==> config.mk <==
export PLATFORM = sky130hd
export DESIGN_NAME = sorted_priority_queue
export DESIGN_NICKNAME = d
export VERILOG_FILES = /design/src/spq_pkg.sv /design/src/spq_cell.sv /design/src/sorted_priority_queue.sv
export SDC_FILE = /design/constraint.sdc
export NUM_CORES = 2
export LEC_CHECK = 0
export BUFFER_PORTS_ARGS = -buffer_cell sky130_fd_sc_hd__buf_2
export CAP_MARGIN = 20
export CELL_PAD_IN_SITES_DETAIL_PLACEMENT = 0
export CELL_PAD_IN_SITES_GLOBAL_PLACEMENT = 2
export CORE_AREA = 2 2 246 369
export CTS_BUF_LIST = sky130_fd_sc_hd__clkbuf_8
export CTS_CLUSTER_DIAMETER = 30
export DETAILED_ROUTE_END_ITERATION = 8
export DIE_AREA = 0 0 248 371
export PLACE_DENSITY = 0.86
export REMOVE_ABC_BUFFERS = 1
export SYNTH_ARGS = -nofsm -noshare
export SYNTH_HDL_FRONTEND = slang
export SYNTH_SLANG_ARGS = --single-unit
==> constraint.sdc <==
create_clock -name clock -period 11.1 [get_ports clock]
set_input_delay 2.22 -clock clock [delete_from_list [all_inputs] [get_ports clock]]
set_output_delay 2.22 -clock clock [all_outputs]
set_load 0.02 [all_outputs]
==> src/spq_pkg.sv <==
package spq_pkg;

   // queue geometry
   localparam int DEPTH = 16;
   localparam int CNT_W = $clog2(DEPTH + 1);

   // field widths
   localparam int PRIO_W  = 8;
   localparam int LOW_W   = 8;
   localparam int FLAG_W  = 8;
   localparam int PAGES_W = 16;
   localparam int ECNT_W  = 5;

   // operation codes
   typedef enum logic [1:0] {
      CMD_PUSH      = 2'd0,
      CMD_POP_FRONT = 2'd1,
      CMD_POP_BACK  = 2'd2
   } cmd_type;

   // status codes
   typedef enum logic [1:0] {
      ST_DONE  = 2'd0,
      ST_FULL  = 2'd1,
      ST_EMPTY = 2'd2
   } status_type;

   // one stored descriptor
   typedef struct packed {
      logic [PRIO_W-1:0]  prio;
      logic [LOW_W-1:0]   low;
      logic [FLAG_W-1:0]  flags;
      logic [PAGES_W-1:0] pages;
   } entry_type;

   // control broadcast to every cell
   typedef struct packed {
      logic      push;
      logic      pop_front;
      entry_type item;
   } cell_ctrl_type;

endpackage

==> src/spq_cell.sv <==
module spq_cell
   import spq_pkg::*;
(
   input  logic          clock,
   input  cell_ctrl_type ctrl,
   input  logic          occupied,
   input  logic          left_le,
   input  entry_type     left_entry,
   input  entry_type     right_entry,
   output logic          le,
   output entry_type     entry
);

   entry_type entry_ff;
   entry_type entry_in;

   // held entry sorts at or before the pushed descriptor
   assign le = occupied && (entry_ff.prio <= ctrl.item.prio);

   // keep, take the new item, shift from the left or shift from the right
   always_comb begin
      entry_in = entry_ff;
      if (ctrl.push) begin
         if (!le) begin
            if (left_le) begin
               entry_in = ctrl.item;
            end else begin
               entry_in = left_entry;
            end
         end
      end else if (ctrl.pop_front) begin
         entry_in = right_entry;
      end
   end

   // descriptor storage, no reset needed
   always_ff @(posedge clock) begin
      entry_ff <= entry_in;
   end

   assign entry = entry_ff;

endmodule

==> src/sorted_priority_queue.sv <==
// a result beat appears in the cycle after its request beat is taken
// throughput: one operation per cycle while results are taken at once; the
// whole row of compare-and-shift cells inserts or removes in parallel
// a pending result that is stalled holds off the next request
// reset clears the count and the result valid; cell storage is not reset
module sorted_priority_queue
   import spq_pkg::*;
(
   input  logic                clock,
   input  logic                reset,
   input  logic                req_valid,
   output logic                req_stall,
   input  logic [1:0]          req_cmd,
   input  logic [PRIO_W-1:0]   req_priority_req,
   input  logic [LOW_W-1:0]    req_lower_bits,
   input  logic [FLAG_W-1:0]   req_space_flags,
   input  logic [PAGES_W-1:0]  req_pages_free,
   output logic                rsp_valid,
   input  logic                rsp_stall,
   output logic                rsp_head_valid,
   output logic [PRIO_W-1:0]   rsp_head_priority,
   output logic [LOW_W-1:0]    rsp_head_lower_bits,
   output logic [FLAG_W-1:0]   rsp_head_flags,
   output logic [PAGES_W-1:0]  rsp_head_pages_free,
   output logic [ECNT_W-1:0]   rsp_entry_count,
   output logic [1:0]          rsp_status
);

   logic          accept;
   logic          full;
   logic          empty;
   cell_ctrl_type ctrl;
   logic [CNT_W-1:0] count_ff, count_in;
   logic          rsp_valid_ff, rsp_valid_in;
   status_type    status_ff, status_in;
   entry_type     cell_entry [DEPTH];
   logic          cell_le [DEPTH];

   // request handshake
   assign req_stall = rsp_valid_ff && rsp_stall;
   assign accept    = req_valid && !req_stall;
   assign full      = (count_ff == CNT_W'(DEPTH));
   assign empty     = (count_ff == '0);

   // command decode
   always_comb begin
      ctrl.push       = 1'b0;
      ctrl.pop_front  = 1'b0;
      ctrl.item.prio  = req_priority_req;
      ctrl.item.low   = req_lower_bits;
      ctrl.item.flags = req_space_flags;
      ctrl.item.pages = req_pages_free;
      count_in        = count_ff;
      status_in       = ST_DONE;
      case (req_cmd)
         CMD_PUSH: begin
            if (full) begin
               status_in = ST_FULL;
            end else begin
               ctrl.push = accept;
               count_in  = count_ff + CNT_W'(1);
            end
         end
         CMD_POP_FRONT: begin
            if (empty) begin
               status_in = ST_EMPTY;
            end else begin
               ctrl.pop_front = accept;
               count_in       = count_ff - CNT_W'(1);
            end
         end
         CMD_POP_BACK: begin
            if (empty) begin
               status_in = ST_EMPTY;
            end else begin
               count_in = count_ff - CNT_W'(1);
            end
         end
         default: begin
            status_in = ST_DONE;
         end
      endcase
   end

   // result valid
   always_comb begin
      rsp_valid_in = rsp_valid_ff;
      if (accept) begin
         rsp_valid_in = 1'b1;
      end else if (!rsp_stall) begin
         rsp_valid_in = 1'b0;
      end
   end

   // control registers
   always_ff @(posedge clock) begin
      if (reset) begin
         count_ff     <= '0;
         rsp_valid_ff <= 1'b0;
      end else begin
         rsp_valid_ff <= rsp_valid_in;
         if (accept) begin
            count_ff <= count_in;
         end
      end
   end

   // status of the last beat
   always_ff @(posedge clock) begin
      if (accept) begin
         status_ff <= status_in;
      end
   end

   // row of cells, head at index 0
   for (genvar i = 0; i < DEPTH; i++) begin : g_cell
      logic      occ;
      logic      left_le;
      entry_type left_entry;
      entry_type right_entry;

      assign occ = (count_ff > CNT_W'(i));

      if (i == 0) begin : g_head
         assign left_le    = 1'b0;
         assign left_entry = ctrl.item;
      end else begin : g_body
         assign left_le    = cell_le[i-1];
         assign left_entry = cell_entry[i-1];
      end

      if (i == DEPTH - 1) begin : g_tail
         assign right_entry = cell_entry[i];
      end else begin : g_inner
         assign right_entry = cell_entry[i+1];
      end

      spq_cell u_cell (
         .clock       (clock),
         .ctrl        (ctrl),
         .occupied    (occ),
         .left_le     (left_le),
         .left_entry  (left_entry),
         .right_entry (right_entry),
         .le          (cell_le[i]),
         .entry       (cell_entry[i])
      );
   end

   // result beat, taken from the state left by the last operation
   assign rsp_valid           = rsp_valid_ff;
   assign rsp_head_valid      = !empty;
   assign rsp_head_priority   = empty ? '0 : cell_entry[0].prio;
   assign rsp_head_lower_bits = empty ? '0 : cell_entry[0].low;
   assign rsp_head_flags      = empty ? '0 : cell_entry[0].flags;
   assign rsp_head_pages_free = empty ? '0 : cell_entry[0].pages;
   assign rsp_entry_count     = ECNT_W'(count_ff);
   assign rsp_status          = status_ff;

`ifndef SYNTH
   // count stays within the row
   a_count_range: assert property (@(posedge clock) disable iff (reset)
      count_ff <= CNT_W'(DEPTH))
      else $error("count beyond depth");

   // an accepted push with room grows the count by one
   a_push_count: assert property (@(posedge clock) disable iff (reset)
      (accept && req_cmd == CMD_PUSH && !full) |=> count_ff == $past(count_ff) + CNT_W'(1))
      else $error("push did not grow count");

   // the two leading entries are in order
   a_head_sorted: assert property (@(posedge clock) disable iff (reset)
      (count_ff >= CNT_W'(2)) |-> cell_entry[0].prio <= cell_entry[1].prio)
      else $error("head entries out of order");

   // a pop on an empty queue is flagged
   a_pop_empty: assert property (@(posedge clock) disable iff (reset)
      (accept && empty && (req_cmd == CMD_POP_FRONT || req_cmd == CMD_POP_BACK))
      |=> rsp_valid && rsp_status == ST_EMPTY && count_ff == '0)
      else $error("empty pop not flagged");
`endif

endmodule

# Word level (Yosys, flattened, before mapping)
# Cells that the tools add are included.
# op_classes
addsub	2
n_mul	0
div	0
n_lt_le_gt_ge	32
eq_ne	21
n_shift	0
muxes	76
n_bitwise	1
reduce_logical	42
# op_table
operator	count
$mux 40	60
$le 8x8->1	16
$gt 5x4->1 const B	8
$ne 2x2->1 const B	17
$reduce_and 2->1	16
$mux 8	3
$gt 5x3->1 const B	4
$logic_and 1x1->1	18
$mux 16	1
$gt 5x1->1 const B	2
$gt 5x2->1 const B	2
$mux 5	2
$pmux 5 s2	1
$mux 1	7
$add 5x1->5 const B	1
$eq 5x5->1 const B	1
$logic_not 5->1	1
$sub 5x1->5 const B	1
$pmux 2 s2	1
$reduce_and 4->1	1
$reduce_bool 2->1	2
$eq 2x1->1 const B	1
$eq 2x2->1 const B	1
$logic_not 1->1	2
other kinds (5)	5
# totals
reg_bits	648
latch_bits	0
mem_bits_rw	0
romBits	0
in_bits	46
output_inout_bits	50
elab_cells	241
mem_count	0

# Depth between registers and ports, before layout
# logic_depth
ltp_word	7
depth_mapped	10
ltp_nobuf	7

# Hierarchy
# A second synthesis with hierarchy kept.
# unflattened
hier_cells	3447
area_unflattened_um2	37998.9
# modules_own_cells
module	n_inst	cells_per_inst	area_each_um2
spq_cell	16	207	2313.5
sorted_priority_queue	1	135	983.4

# Worst setup path before layout
# No wires, ideal clock.
# synth_timing
path_type	input -> register
from	input port req_priority_req[7]
to	register g_cell[0].u_cell.entry_ff, in the netlist g_cell[0].u_cell.entry[0] (enable)
arrival_time_ns	6.888
t_required_ns	10.607
setup_slack_ns	3.720
path_stages	9
cell_sequence	clkbuf_1 -> inv_1 -> ha_1 -> nand4_1 -> nor2_1 -> a211oi_1 -> clkbuf_1 -> nor3_1 -> o21ai_0
# synth_via
elab_chain_len	4
# synth_rtl
item	line	text
start: declaration	sorted_priority_queue.sv:14	input logic [PRIO_W-1:0] req_priority_req,
$le 8x8->1	spq_cell.sv:18	assign le = occupied && (entry_ff.prio <= ctrl.item.prio);
$logic_and 1x1->1	spq_cell.sv:18	
$ne 2x2->1 (no line)	n/a	
$reduce_and 2->1 (no line)	n/a	
end signal: assignment	spq_cell.sv:38	entry_ff <= entry_in;
end: declaration	spq_cell.sv:14	entry_type entry_ff;
# Every way passes these cells.
# A chain may end at the register's enable or synchronous reset.

# Final worst setup path
# layout_timing
from	register count_ff[1], in the netlist rsp_entry_count[1]
to	output port rsp_head_valid
# layout_via
elab_chain_len	2
# layout_rtl
item	line	text
start: declaration	sorted_priority_queue.sv:33	logic [CNT_W-1:0] count_ff, count_in;
start signal: assignment	sorted_priority_queue.sv:103	count_ff <= count_in;
$logic_not 5->1	sorted_priority_queue.sv:43	assign empty = (count_ff == '0);
$logic_not 1->1	sorted_priority_queue.sv:152	assign rsp_head_valid = !empty;
end: declaration	sorted_priority_queue.sv:20	output logic rsp_head_valid,
# Every way passes these cells.

==> results.json <==
{
  "htree_num_levels": 4,
  "max-slew-margin-rel_pct": 26.3,
  "synth.distinct_cells": 48,
  "syn_to_final_growth_pct": 9.77,
  "hp-class": "flop to flop",
  "fin_crit_sh_pct": 51.9,
  "crit_path_max_fanout": 67,
  "cts-buffers-inserted": 145,
  "grt_pass1_vias": 34886,
  "synthTopCellsByArea": "edfxtp_1 (48%), nand4_1 (9.1%), o31ai_1 (8.9%)",
  "cap_violations": 0,
  "drtAntennaViolNets": 0,
  "crit_type": "flop to output pin",
  "hpwl_um": 87000,
  "r2r_cells": 7,
  "cts_max_path_buffers": 3,
  "drive_gt1_share_pct": 11.9,
  "cts_sinks": 648,
  "clk_latency_ns": 0.85,
  "grt_start_max_net_pins": 251,
  "wl_met3_um": 6300,
  "routedWlPerCell_um": 23.1,
  "p_leak_nw": 14.3,
  "required_ns": 8.88,
  "fin_worst_skew_ns": 0.0248,
  "grt_usage_pct": 26.6,
  "crit_cells": 8,
  "synthesis.area_um2": 40500,
  "finalHoldViolCount": 0,
  "dr.pass1.iters": 5,
  "synth_edf_count": 642,
  "cts_resized": 0,
  "grt_pass1_wl_um": 197000,
  "async_reset_ff_share_pct": 0,
  "setup_violations": 0,
  "wl_met2_um": 62300,
  "viasPerCell": 6.50,
  "fmax_ghz": 0.174,
  "fp.dieArea_um2": 92000,
  "power_density_nw_per_um2": 167,
  "drc": 0,
  "outcome": "completed",
  "top_layer_used": "met4",
  "gp_congestion": 0.830,
  "crit_slowest_cell": "buf_4",
  "critPathCaptureType": "output pin",
  "cts-root-buf": "clkbuf_8",
  "clk_pin_slew_ns": 0.06,
  "cp_common_cell": "buf_4",
  "ir_worst_vdd_v": 0.000134,
  "drtIter0Drc": 2794,
  "layout_setup_ws_ns": 5.34,
  "grt_overflow_total": 0,
  "cp_slowest_stage_delay_ns": 0.59,
  "place_ws_ns": 4.93,
  "holdBufCountCts": 0,
  "worstPathArrival_ns": 3.54,
  "rsz0062_at_grt": "false",
  "portBuffers": 95,
  "finalNonFillerCells": 5329,
  "post_cts_buffers": 0,
  "syn-instance-count": 4307,
  "cts_tree": "yes",
  "die_w_um": 248,
  "syn_avg_cell_area_um2": 9.41,
  "post-route-util_pct": 50.2,
  "ys_ff_latch": 648,
  "yosysSeqAreaShare_pct": 47.9,
  "synth_top_area_cell": "edfxtp_1",
  "ys_top_cells_by_count": "edfxtp_1 (642), nand4_1 (588), nor2_1 (516)",
  "synth.most_common_cell": "edfxtp_1",
  "path_cells": "inv_1 > ha_1 > nor4b_4 > buf_4 > buf_4 > inv_1 > buf_4 > buf_2",
  "antenna_found_initial": 1,
  "finalNetCount": 4245,
  "fin_crit_ns": 5.76,
  "m1WireLength_um": 51800,
  "hold_depth": 2,
  "yosysWarnings": 0,
  "critPathLaunchType": "flop",
  "totalWireLength_um": 123000,
  "synth_top_area_share_pct": 47.6,
  "rows": 134,
  "cp_num_buf_inv": 6,
  "crit_family": "buffers and inverters",
  "dr_total_vias": 34646,
  "maxSlewViolCount": 0,
  "io_pins": 96,
  "initial_core_util_pct": 45.7,
  "tns_ns": 0,
  "core_area_um2": 88700,
  "tightest_slew_ns": 1.10,
  "die_h_um": 371,
  "dp.cells": 5069,
  "synth_ff_type": "edfxtp_1"
}
sequential cells by signal, indices dropped and copies added, names as in the netlist:
| register | count |
|---|---|
| rsp_valid | 1 |
| g_cell.u_cell.entry | 640 |
| rsp_entry_count | 5 |
| rsp_status | 2 |
report_power, final:
| group | leakage [nW] | internal, mW | total, mW | switching (mW) |
|---|---|---|---|---|
| combinational | 6.85 | 0.465 | 1.67 | 1.21 |
| clock | 1.51 | 1.52 | 2.71 | 1.19 |
| sequential | 5.94 | 2.94 | 3.06 | 0.119 |
path summary, 6_finish.rpt:
path | startpoint | end | slack (ns)
max | rsp_entry_count[1] | rsp_head_valid | 5.34
min | g_cell[1].u_cell.entry[25] | g_cell[0].u_cell.entry[25] | 0.56
max reg2reg | rsp_entry_count[1] | g_cell[14].u_cell.entry[39] | 6.54
min reg2reg | g_cell[1].u_cell.entry[25] | g_cell[0].u_cell.entry[25] | 0.56
metrics by stage:
stage	instance area [µm²]	total power [mW]	hold slack [ns]
floorplan	38100	4.27	0.517
global placement	41500	4.73	0.551
detailed placement	41600	4.76	0.540
CTS	44400	7.48	0.563
global route	44500	7.79	0.591
finish	44500	7.44	0.561
area by class of cell:
class                   count  area, µm²
diodes                      1       2.50
clock buffers             148       2040
clock inverters           109        837
fillers                  8201      44200
inverters                  36        135
multi-input cells        3019      19200
flip-flops and latches    648      19400
well taps                1156       1450
repair buffers            212       1440
placed cells by master, fill, tap and decap left out, types with 5 or more instances in the layout:
master and instances:
nand3_1 85, a211oi_4 12, ha_1 137, o2111ai_1 40
o211ai_1 53, o22ai_1 42, a21oi_4 5, clkinv_1 35
nor3_1 14, clkinvlp_4 15, nand4_1 588, inv_1 55
a31oi_1 481, o21ai_2 15, o31ai_1 480, o21ai_4 17
clkbuf_8 148, nor2_1 512, a21oi_1 86, bufinv_16 12
edfxtp_1 642, clkinv_2 23, buf_4 111, a22oi_1 40
dfxtp_1 6, o21ai_0 27, and2_1 5, a211o_1 10
and3_1 40, buf_2 95, buf_12 5, nor2b_2 11
nand2_1 211, nor2b_1 54
cell families after synthesis:
logic type	share of synthesized area [%]
muxes	0.0247
AOI/OAI and AO/OA	22.4
DFF	47.9
adders and majority gates	4.23
and+or+nand+nor	19.1
buffers and inverters	6.31
xor gates and xnor gates	0.0864
layer usage:
metal  GRT usage [%]  vias to the layer above
li1                -                    16639
met1            33.4                    16697
met2            46.3                     1112
met3            4.52                      198
met4            7.98                        0
met5               0                        -
worst register-to-register path, stage by stage, from the launching register on:
cell and delay, ns:
dfxtp_1 0.53, inv_1 0.27, ha_1 0.27, nand4bb_1 0.27, and3_4 0.73, buf_4 0.96
buf_12 0.74, a31oi_1 0.47
No activity file was read; power rests on OpenSTA's default activity.
